File: src/rtl/scwl_pkg.sv
package scwl_pkg;

	localparam int VRAM_BYTES = 524288;
	localparam int CALL_DEPTH = 4;

	localparam int ADDR_W  = $clog2(VRAM_BYTES);
	localparam int WIDE_W  = ADDR_W + 20;
	localparam int DEPTH_W = $clog2(CALL_DEPTH + 1);
	localparam int IDX_W   = (CALL_DEPTH > 1) ? $clog2(CALL_DEPTH) : 1;
	localparam int OUT_AW  = 19;

	localparam int CMD_STRIDE = 32;

	localparam logic OP_START = 1'b0;
	localparam logic OP_CMD   = 1'b1;

	localparam logic [3:0] KIND_NORMAL    = 4'd0;
	localparam logic [3:0] KIND_SCALED    = 4'd1;
	localparam logic [3:0] KIND_DISTORTED = 4'd2;
	localparam logic [3:0] KIND_POLYGON   = 4'd3;
	localparam logic [3:0] KIND_POLYLINE  = 4'd4;
	localparam logic [3:0] KIND_LINE      = 4'd5;
	localparam logic [3:0] KIND_USER_CLIP = 4'd6;
	localparam logic [3:0] KIND_SYS_CLIP  = 4'd7;
	localparam logic [3:0] KIND_LOCAL     = 4'd8;
	localparam logic [3:0] KIND_INVALID   = 4'd9;

	localparam logic [2:0] JMP_NEXT    = 3'd0;
	localparam logic [2:0] JMP_ASSIGN  = 3'd1;
	localparam logic [2:0] JMP_CALL    = 3'd2;
	localparam logic [2:0] JMP_RETURN  = 3'd3;
	localparam logic [2:0] JMP_SKIP    = 3'd4;
	localparam logic [2:0] JMP_INVALID = 3'd5;

	localparam logic [2:0] CMODE_RGB     = 3'd5;
	localparam logic [2:0] CMODE_INVALID = 3'd6;

	localparam logic [15:0] CLIP_MAX_X = 16'd319;
	localparam logic [15:0] CLIP_MAX_Y = 16'd223;

	localparam logic [2:0] REG_START_OFFSET  = 3'd0;
	localparam logic [2:0] REG_COMMAND_LIMIT = 3'd4;

	typedef logic [ADDR_W-1:0] addr_t;
	typedef logic [15:0] rect_t [4];

	typedef struct packed {
		logic               operation;
		logic [15:0]        ctrl_word;
		logic [15:0]        link_word;
		logic [15:0]        mode_word;
		logic [15:0]        source_word;
		logic [15:0]        size_word;
		logic signed [15:0] vertex_a_x;
		logic signed [15:0] vertex_a_y;
		logic signed [15:0] vertex_c_x;
		logic signed [15:0] vertex_c_y;
		logic [15:0]        gouraud_word;
	} cmd_t;

	typedef struct packed {
		logic [3:0] kind;
		logic [2:0] jump;
		logic       end_bit;
		logic [2:0] cmode;
		logic [2:0] calc;
		logic [3:0] flags;
		addr_t      char_addr;
		logic [8:0] width;
		logic [7:0] height;
		addr_t      gour_addr;
		addr_t      link_addr;
	} dec_t;

	typedef struct packed {
		logic [3:0]        command_kind;
		logic [2:0]        jump_kind;
		logic              end_flag;
		logic [2:0]        color_mode_code;
		logic [2:0]        color_calc;
		logic [3:0]        draw_flags;
		logic [OUT_AW-1:0] pattern_addr;
		logic [8:0]        pattern_width;
		logic [7:0]        pattern_height;
		logic [OUT_AW-1:0] shade_addr;
		logic [OUT_AW-1:0] next_offset;
		logic              walk_stop;
	} res_t;

	function automatic addr_t wrap_addr(input logic [WIDE_W-1:0] a);
		return a[ADDR_W-1:0];
	endfunction

	function automatic logic [OUT_AW-1:0] to_out(input addr_t a);
		logic [ADDR_W+OUT_AW-1:0] t;
		t = {{OUT_AW{1'b0}}, a};
		return t[OUT_AW-1:0];
	endfunction

	function automatic logic [3:0] kind_lookup(input logic [3:0] code);
		logic [3:0] k;
		unique case (code)
			4'd0:    k = KIND_NORMAL;
			4'd1:    k = KIND_SCALED;
			4'd2:    k = KIND_DISTORTED;
			4'd4:    k = KIND_POLYGON;
			4'd5:    k = KIND_POLYLINE;
			4'd6:    k = KIND_LINE;
			4'd8:    k = KIND_USER_CLIP;
			4'd9:    k = KIND_SYS_CLIP;
			4'd10:   k = KIND_LOCAL;
			default: k = KIND_INVALID;
		endcase
		return k;
	endfunction

endpackage

File: src/rtl/scwl_decode.sv
module scwl_decode (
	input  scwl_pkg::cmd_t item,
	output scwl_pkg::dec_t dec
);
	import scwl_pkg::*;

	logic [2:0] jraw;
	logic [2:0] craw;

	assign jraw = item.ctrl_word[10:8];
	assign craw = item.mode_word[5:3];

	always_comb begin
		dec.kind      = kind_lookup(item.ctrl_word[3:0]);
		dec.jump      = (jraw > JMP_SKIP) ? JMP_INVALID : jraw;
		dec.end_bit   = item.ctrl_word[15];
		dec.cmode     = (craw > CMODE_RGB) ? CMODE_INVALID : craw;
		dec.calc      = item.mode_word[8:6];
		dec.flags     = {item.mode_word[7], item.mode_word[8],
			item.mode_word[10], item.mode_word[0]};
		dec.char_addr = wrap_addr(WIDE_W'({item.source_word, 3'b000}));
		dec.width     = {item.size_word[13:8], 3'b000};
		dec.height    = item.size_word[7:0];
		dec.gour_addr = wrap_addr(WIDE_W'({item.gouraud_word, 3'b000}));
		dec.link_addr = wrap_addr(WIDE_W'({item.link_word, 3'b000}));
	end

endmodule

File: src/rtl/scwl_walker.sv
module scwl_walker (
	input  logic                       clk,
	input  logic                       arst_n,
	input  logic                       fire,
	input  scwl_pkg::cmd_t             item,
	input  scwl_pkg::dec_t             dec,
	input  logic [18:0]                walk_base,
	input  logic [15:0]                command_limit,
	output logic                       has_res,
	output scwl_pkg::res_t             res
);
	import scwl_pkg::*;

	addr_t               cur_q;
	logic [DEPTH_W-1:0]  depth_q;
	logic [15:0]         count_q;
	logic                active_q;
	addr_t               stack_q [CALL_DEPTH];
	rect_t               user_clip_q;
	rect_t               sys_clip_q;
	logic [15:0]         origin_x_q;
	logic [15:0]         origin_y_q;

	addr_t               nxt_cur;
	addr_t               nxt_pc;
	addr_t               succ;
	addr_t               skip_pc;
	logic [DEPTH_W-1:0]  nxt_depth;
	logic [DEPTH_W-1:0]  depth_dec;
	logic [15:0]         nxt_count;
	logic [15:0]         count_inc;
	logic                nxt_active;
	logic                oor;
	logic                push;
	logic                stop;
	logic                cap_user;
	logic                cap_sys;
	logic                cap_org;
	logic [IDX_W-1:0]    push_idx;
	logic [IDX_W-1:0]    pop_idx;

	assign succ      = wrap_addr(WIDE_W'(cur_q) + WIDE_W'(CMD_STRIDE));
	assign skip_pc   = wrap_addr(WIDE_W'(cur_q) + WIDE_W'(2 * CMD_STRIDE));
	assign oor       = (WIDE_W'(cur_q) + WIDE_W'(CMD_STRIDE)) > WIDE_W'(VRAM_BYTES);
	assign depth_dec = depth_q - 1'b1;
	assign push_idx  = depth_q[IDX_W-1:0];
	assign pop_idx   = depth_dec[IDX_W-1:0];
	assign count_inc = count_q + 16'd1;

	always_comb begin
		res        = '0;
		has_res    = 1'b0;
		nxt_cur    = cur_q;
		nxt_pc     = succ;
		nxt_depth  = depth_q;
		nxt_count  = count_q;
		nxt_active = active_q;
		push       = 1'b0;
		stop       = 1'b0;
		cap_user   = 1'b0;
		cap_sys    = 1'b0;
		cap_org    = 1'b0;
		if (item.operation == OP_START) begin
			nxt_cur    = wrap_addr(WIDE_W'(walk_base));
			nxt_depth  = '0;
			nxt_count  = '0;
			nxt_active = 1'b1;
		end else if (active_q) begin
			has_res = 1'b1;
			if (oor) begin
				res.command_kind = KIND_INVALID;
				res.next_offset  = to_out(cur_q);
				res.walk_stop    = 1'b1;
				nxt_active       = 1'b0;
			end else begin
				res.command_kind    = dec.kind;
				res.jump_kind       = dec.jump;
				res.end_flag        = dec.end_bit;
				res.color_mode_code = dec.cmode;
				res.color_calc      = dec.calc;
				res.draw_flags      = dec.flags;
				res.pattern_addr    = to_out(dec.char_addr);
				res.pattern_width   = dec.width;
				res.pattern_height  = dec.height;
				res.shade_addr      = to_out(dec.gour_addr);
				if (dec.kind == KIND_INVALID) begin
					res.next_offset = to_out(cur_q);
					res.walk_stop   = 1'b1;
					nxt_active      = 1'b0;
				end else begin
					cap_user  = (dec.kind == KIND_USER_CLIP);
					cap_sys   = (dec.kind == KIND_SYS_CLIP);
					cap_org   = (dec.kind == KIND_LOCAL);
					nxt_count = count_inc;
					if (dec.end_bit) begin
						res.next_offset = to_out(cur_q);
						res.walk_stop   = 1'b1;
						nxt_active      = 1'b0;
					end else begin
						case (dec.jump)
							JMP_ASSIGN: nxt_pc = dec.link_addr;
							JMP_CALL: begin
								if (depth_q < DEPTH_W'(CALL_DEPTH)) begin
									push      = 1'b1;
									nxt_depth = depth_q + 1'b1;
								end
								nxt_pc = dec.link_addr;
							end
							JMP_RETURN: begin
								if (depth_q != '0) begin
									nxt_depth = depth_dec;
									nxt_pc    = stack_q[pop_idx];
								end
							end
							JMP_SKIP: nxt_pc = skip_pc;
							default:  nxt_pc = succ;
						endcase
						stop            = count_inc >= command_limit;
						nxt_cur         = nxt_pc;
						res.next_offset = to_out(nxt_pc);
						res.walk_stop   = stop;
						nxt_active      = !stop;
					end
				end
			end
		end
	end

	always_ff @(posedge clk or negedge arst_n) begin
		if (!arst_n) begin
			cur_q       <= '0;
			depth_q     <= '0;
			count_q     <= '0;
			active_q    <= 1'b0;
			user_clip_q <= '{16'd0, 16'd0, CLIP_MAX_X, CLIP_MAX_Y};
			sys_clip_q  <= '{16'd0, 16'd0, CLIP_MAX_X, CLIP_MAX_Y};
			origin_x_q  <= '0;
			origin_y_q  <= '0;
		end else if (fire) begin
			cur_q    <= nxt_cur;
			depth_q  <= nxt_depth;
			count_q  <= nxt_count;
			active_q <= nxt_active;
			if (cap_user) begin
				user_clip_q <= '{item.vertex_a_x, item.vertex_a_y,
					item.vertex_c_x, item.vertex_c_y};
			end
			if (cap_sys) begin
				sys_clip_q <= '{item.vertex_a_x, item.vertex_a_y,
					item.vertex_c_x, item.vertex_c_y};
			end
			if (cap_org) begin
				origin_x_q <= item.vertex_a_x;
				origin_y_q <= item.vertex_a_y;
			end
		end
	end

	always_ff @(posedge clk) begin
		if (fire && push) begin
			stack_q[push_idx] <= succ;
		end
	end

	a_depth_bound: assert property (@(posedge clk) disable iff (!arst_n)
		depth_q <= DEPTH_W'(CALL_DEPTH))
		else $error("return stack depth over bound");

	a_start_clears: assert property (@(posedge clk) disable iff (!arst_n)
		fire && item.operation == OP_START |=> active_q && depth_q == '0 && count_q == '0)
		else $error("start did not open a clean walk");

	a_stop_ends: assert property (@(posedge clk) disable iff (!arst_n)
		fire && has_res && res.walk_stop |=> !active_q)
		else $error("walk still active after stop");

	a_user_clip_hold: assert property (@(posedge clk) disable iff (!arst_n)
		!(fire && cap_user) |=> $stable(user_clip_q[0]) && $stable(user_clip_q[2]))
		else $error("user clip changed without a clip command");

	a_sys_clip_hold: assert property (@(posedge clk) disable iff (!arst_n)
		!(fire && cap_sys) |=> $stable(sys_clip_q[1]) && $stable(sys_clip_q[3]))
		else $error("system clip changed without a clip command");

	a_origin_hold: assert property (@(posedge clk) disable iff (!arst_n)
		!(fire && cap_org) |=> $stable(origin_x_q) && $stable(origin_y_q))
		else $error("local origin changed without a local command");

endmodule

File: src/rtl/sprite_command_list_walker.sv
// Each input transaction passes an input register, then a result register.
// One item per cycle unless stalled; a start or a command outside a walk gives no result.
// Output stall backs up through a single input stage; in_stall rises only when both are full.
// Reset (arst_n low): no walk active, offset/depth/count zero, clips 0,0,319,223, origin zero,
// base offset 0, command_limit 65535. Return stack contents are not reset.
module sprite_command_list_walker (
	input  logic               clk,
	input  logic               arst_n,
	input  logic               psel,
	input  logic               penable,
	input  logic               pwrite,
	input  logic [2:0]         paddr,
	input  logic [31:0]        pwdata,
	output logic [31:0]        prdata,
	output logic               pready,
	input  logic               in_valid,
	output logic               in_stall,
	input  logic               operation,
	input  logic [15:0]        ctrl_word,
	input  logic [15:0]        link_word,
	input  logic [15:0]        mode_word,
	input  logic [15:0]        source_word,
	input  logic [15:0]        size_word,
	input  logic signed [15:0] vertex_a_x,
	input  logic signed [15:0] vertex_a_y,
	input  logic signed [15:0] vertex_c_x,
	input  logic signed [15:0] vertex_c_y,
	input  logic [15:0]        gouraud_word,
	output logic               out_valid,
	input  logic               out_stall,
	output logic [3:0]         command_kind,
	output logic [2:0]         jump_kind,
	output logic               end_flag,
	output logic [2:0]         color_mode_code,
	output logic [2:0]         color_calc,
	output logic [3:0]         draw_flags,
	output logic [18:0]        pattern_addr,
	output logic [8:0]         pattern_width,
	output logic [7:0]         pattern_height,
	output logic [18:0]        shade_addr,
	output logic [18:0]        next_offset,
	output logic               walk_stop
);
	import scwl_pkg::*;

	logic [18:0] walk_base_q;
	logic [15:0] command_limit_q;
	logic        valid_s1;
	cmd_t        item_s1;
	logic        valid_s2;
	res_t        res_s2;
	dec_t        dec;
	res_t        res;
	logic        has_res;
	logic        advance;
	logic        fire;
	logic        wr_en;

	assign pready = 1'b1;
	assign wr_en  = psel && penable && pwrite && pready;
	assign prdata = (paddr[2] == REG_COMMAND_LIMIT[2]) ? {16'd0, command_limit_q}
		: {13'd0, walk_base_q};

	always_ff @(posedge clk or negedge arst_n) begin
		if (!arst_n) begin
			walk_base_q     <= '0;
			command_limit_q <= 16'hFFFF;
		end else if (wr_en) begin
			if (paddr[2] == REG_COMMAND_LIMIT[2]) begin
				command_limit_q <= pwdata[15:0];
			end else begin
				walk_base_q <= pwdata[18:0];
			end
		end
	end

	assign advance  = !valid_s2 || !out_stall;
	assign fire     = valid_s1 && advance;
	assign in_stall = valid_s1 && !advance;

	always_ff @(posedge clk or negedge arst_n) begin
		if (!arst_n) begin
			valid_s1 <= 1'b0;
		end else if (!in_stall) begin
			valid_s1 <= in_valid;
		end
	end

	always_ff @(posedge clk) begin
		if (in_valid && !in_stall) begin
			item_s1 <= '{operation, ctrl_word, link_word, mode_word, source_word,
				size_word, vertex_a_x, vertex_a_y, vertex_c_x, vertex_c_y, gouraud_word};
		end
	end

	scwl_decode u_decode (
		.item (item_s1),
		.dec  (dec)
	);

	scwl_walker u_walker (
		.clk           (clk),
		.arst_n        (arst_n),
		.fire          (fire),
		.item          (item_s1),
		.dec           (dec),
		.walk_base     (walk_base_q),
		.command_limit (command_limit_q),
		.has_res       (has_res),
		.res           (res)
	);

	always_ff @(posedge clk or negedge arst_n) begin
		if (!arst_n) begin
			valid_s2 <= 1'b0;
		end else if (advance) begin
			valid_s2 <= fire && has_res;
		end
	end

	always_ff @(posedge clk) begin
		if (fire && has_res) begin
			res_s2 <= res;
		end
	end

	assign out_valid       = valid_s2;
	assign command_kind    = res_s2.command_kind;
	assign jump_kind       = res_s2.jump_kind;
	assign end_flag        = res_s2.end_flag;
	assign color_mode_code = res_s2.color_mode_code;
	assign color_calc      = res_s2.color_calc;
	assign draw_flags      = res_s2.draw_flags;
	assign pattern_addr    = res_s2.pattern_addr;
	assign pattern_width   = res_s2.pattern_width;
	assign pattern_height  = res_s2.pattern_height;
	assign shade_addr      = res_s2.shade_addr;
	assign next_offset     = res_s2.next_offset;
	assign walk_stop       = res_s2.walk_stop;

endmodule

File: config.mk
export PLATFORM = sky130hd
export DESIGN_NAME = sprite_command_list_walker
export DESIGN_NICKNAME = d
export VERILOG_FILES = /design/src/rtl/scwl_pkg.sv /design/src/rtl/scwl_decode.sv /design/src/rtl/scwl_walker.sv /design/src/rtl/sprite_command_list_walker.sv
export SDC_FILE = /design/constraint.sdc
export NUM_CORES = 1
export LEC_CHECK = 0
export ABC_AREA = 1
export BUFFER_PORTS_ARGS = -buffer_cell sky130_fd_sc_hd__buf_4
export CAP_MARGIN = 0
export CORE_MARGIN = 2
export CORE_UTILIZATION = 34
export DETAILED_ROUTE_END_ITERATION = 8
export SYNTH_ARGS = -nofsm -noshare
export SYNTH_HDL_FRONTEND = slang
export SYNTH_SLANG_ARGS = --single-unit
File: constraint.sdc
create_clock -name clk -period 12.9 [get_ports clk]
set_input_delay 0 -clock clk [delete_from_list [all_inputs] [get_ports clk]]
set_output_delay 0 -clock clk [all_outputs]
set_load 0.05 [all_outputs]
==> flow_summary.yaml <==
detailed_routing:
  firstDrtPassIters: 5
  avgViaCountPerCell: 4.710
  first_iter_violations: 784
  post-route-drc-count: 0
  ant_nets: 0
  via_count: 11115
  routed_wl_microns: 38850
  wl_per_cell_microns: 16.46
logic_synthesis:
  synth_compound_area_share_pct: 5.778
  synth_fa_ha_area_share_pct: 2.408
  synthCells: 1489
  synth-simple-area-share_pct: 20.49
  synth-main-ff-cell: "edfxtp_1"
  synth_top_family_by_area: "simple AND/OR/NAND/NOR gates"
  synth_top_cell_area_share_pct: 48.91
  synth_area_leaders: "edfxtp_1 49%, dfrtp_1 10%, nand2_1 10%, inv_1 4.8%, nand3_1 4.1%"
  syn_avg_cell_area_sq_um: 9.773
  synthesis.area_sq_mm: 0.01455
  synth_area_leader_cell: "edfxtp_1"
  synth_edf_count: 237
  synthArstFlopShare_pct: 23.97
  synth.distinct_cells: 40
  postSynthRegisterBits: 317
  synth_xor_area_share_pct: 0.7825
  ys.warnings.count: 0
  synth.area.mux_share_pct: 0
  synth_seq_area_share_pct: 62.67
sta:
  fin_skew_ps: 21.40
  timing.fmax_mhz: 269.6
  slew_headroom_pct: 24.49
  worst_pin_slew_ps: 1130
  finalSetupViolCount: 0
  fin_setup_tns_ps: 0
  min_period_ps: 3709
  period_share_pct: 28.75
  finalMaxSlewViolations: 0
  hold_viol: 0
  rsz0062_at_grt: "no"
final_layout:
  diodes: 0
  post-route-util_pct: 44.63
  area_growth_pct: 29.22
  layout_commonest_cell: "nand2_1"
  layout-drive-gt1-share_pct: 17.68
  fin_nets: 2023
  mostFrequentLayoutCells: "385 x nand2_1, 237 x edfxtp_1, 221 x buf_4, 184 x inv_1, 144 x nor2_1"
die:
  dieArea_sq_mm: 0.04447
  fp.coreArea_sq_mm: 0.04213
  start_util_pct: 34.54
  num_rows: 75
  die_y_microns: 210.9
  ios: 331
  die_w_microns: 210.9
run:
  maxCapViolations: 0
global_route:
  antenna_found_initial: 0
  grt_usage_pct: 17.28
  grt_max_degree: 77
  grt-ovfl-total: 0
  grt_pass1_wl_microns: 59680
  grt_pass1_vias: 10818
worst_hold_path:
  hold_class: "in2async"
power_and_ir_drop:
  p_leak_nw: 8.352
  vdd_ir_drop_max_v: 0.00009676
  power.density_mw_per_mm2: 178.2
run_status:
  outcome: "finished, final reports clean"
clock_tree:
  cts_buffers: 37
  path_clk_slew_ps: 60
  insertion_delay_ps: 540
  post-cts-setup-buffers: 0
  cts_root_buffer: "clkbuf_16"
  cts_tree: "built"
  clock-sinks: 317
  ctsLongestPathBuffers: 3
  htreeDepth: 2
critical_path:
  r2r-start: "u_walker.depth_q[0]$_DFFE_PN0P_"
  cp_max_fo: 40
  r2r_setup_slack_ps: 9190
  critPathLaunchType: "flip-flop"
  reg2reg_depth: 12
  critical_path_required_ps: 13160
  worstPathArrival_ps: 3970
  path_class: "reg2reg"
  worst_r2r_endpoint: "next_offset[13]$_SDFFCE_PN0P_"
  crit_path_end_kind: "flip-flop"
placement:
  routabilityCongestion: 0.8825
  detailed_place_hpwl_microns: 26330
  io_buffers: 210
## cells in the mapped netlist (4+ instances only)
library cell	instances
buf_2	10
dfxtp_1	4
nand4_1	15
xnor2_1	4
ha_1	28
xor2_1	9
inv_1	185
nand3_1	118
dfstp_2	16
edfxtp_1	237
nor3_1	11
o21ai_0	95
buf_1	4
buf_4	27
o2111ai_1	4
nand2_2	4
nor2_1	146
clkbuf_1	36
a21oi_1	45
nand3_2	9
nand2_1	386
nand2_4	4
dfrtp_1	60
## worst max-delay path by stage
stage | startpoint | to | slack (ps) | cells past startpoint
2_1_floorplan | out_valid$_DFFE_PN0N_ | color_calc[0]$_SDFFCE_PP0P_ | 8130 | 3
3_3_place_gp | u_walker.depth_q[0]$_DFFE_PN0P_ | next_offset[13]$_SDFFCE_PN0P_ | 9130 | 12
3_5_place_dp | u_walker.depth_q[0]$_DFFE_PN0P_ | next_offset[13]$_SDFFCE_PN0P_ | 9130 | 12
4_1_cts | u_walker.depth_q[0]$_DFFE_PN0P_ | next_offset[13]$_SDFFCE_PN0P_ | 9130 | 12
5_1_grt | u_walker.depth_q[0]$_DFFE_PN0P_ | next_offset[13]$_SDFFCE_PN0P_ | 8800 | 12
6_report | u_walker.depth_q[0]$_DFFE_PN0P_ | next_offset[13]$_SDFFCE_PN0P_ | 9190 | 12
## timing repair
item,4_1_cts,5_1_grt
hold buffers,101,0
gates resized for setup,0,0
endpoints found under the hold margin,180,0
## routing by layer
| metal | routed length (microns) | part of all wire [%] | global-route usage [%] | vias to the layer above |
|---|---|---|---|---|
| met1 | 16490 | 42 | 21.94 | 5272 |
| met2 | 19290 | 50 | 29.83 | 314 |
| met3 | 1684 | 4.3 | 2.528 | 76 |
| met5 | 0 | 0 | 0 | - |
| met4 | 1387 | 3.6 | 6.678 | 0 |
| li1 | - | - | - | 5453 |
## critical path, stage by stage (launching register included)
cell,delay (ps)
dfrtp_1,370
inv_1,50
buf_4,390
ha_1,850
inv_1,670
nand2_1,190
nand3_1,80
nand3_1,100
nand2_1,90
a21oi_1,180
o31ai_1,130
o21ai_0,190
nor2_1,120
## kinds of logic after synthesis
logic type	count (synthesis)
buffers and inverters	267
xor gates and xnor gates	13
DFF	317
AOI/OAI and AO/OA	158
and+or+nand+nor	704
adders and majority gates	28
other	2
## per-stage QoR
step	cell area [sq um]	hold WS [ps]	instances	setup slack [ps]	total power (W)
6_report	18800	153.1	2360	9191	0.003350
5_1_grt	18800	181.4	2360	8797	0.003523
4_1_cts	18800	164.0	2360	9134	0.003373
3_5_place_dp	16540	179.3	2191	9131	0.002267
3_3_place_gp	16540	179.0	2191	9135	0.002250
2_1_floorplan	14630	-295.6	1510	8126	0.001988
## power breakdown
| group | internal, W | switching [W] |
|---|---|---|
| Combinational | 0.000269 | 0.000647 |
| Clock | 0.000656 | 0.000419 |
| Sequential | 0.00126 | 0.0000973 |
| Total | 0.00219 | 0.00116 |
## flip-flops by register name (all words and copies together) (netlist names), 2 cells and up
signal	flops
color_calc	2
color_mode_code	3
command_kind	4
command_limit_q	16
draw_flags	3
item_s1	79
jump_kind	3
next_offset	19
pattern_addr	16
pattern_height	8
pattern_width	6
shade_addr	16
u_decode.dec	4
u_walker.count_q	16
u_walker.cur_q	19
u_walker.depth_q	3
u_walker.stack_q	76
walk_base_q	19
## area by class of cell
cell class | count | area [sq um]
Clock inverter | 17 | 186.4
Clock buffer | 51 | 1061
Multi-Input combinational cell | 926 | 4385
Fill cell | 3932 | 23330
Tap cell | 539 | 674.4
Timing Repair Buffer | 322 | 2670
Inverter | 188 | 706.9
Sequential cell | 317 | 9119
Power figures use the tool's default switching activity.
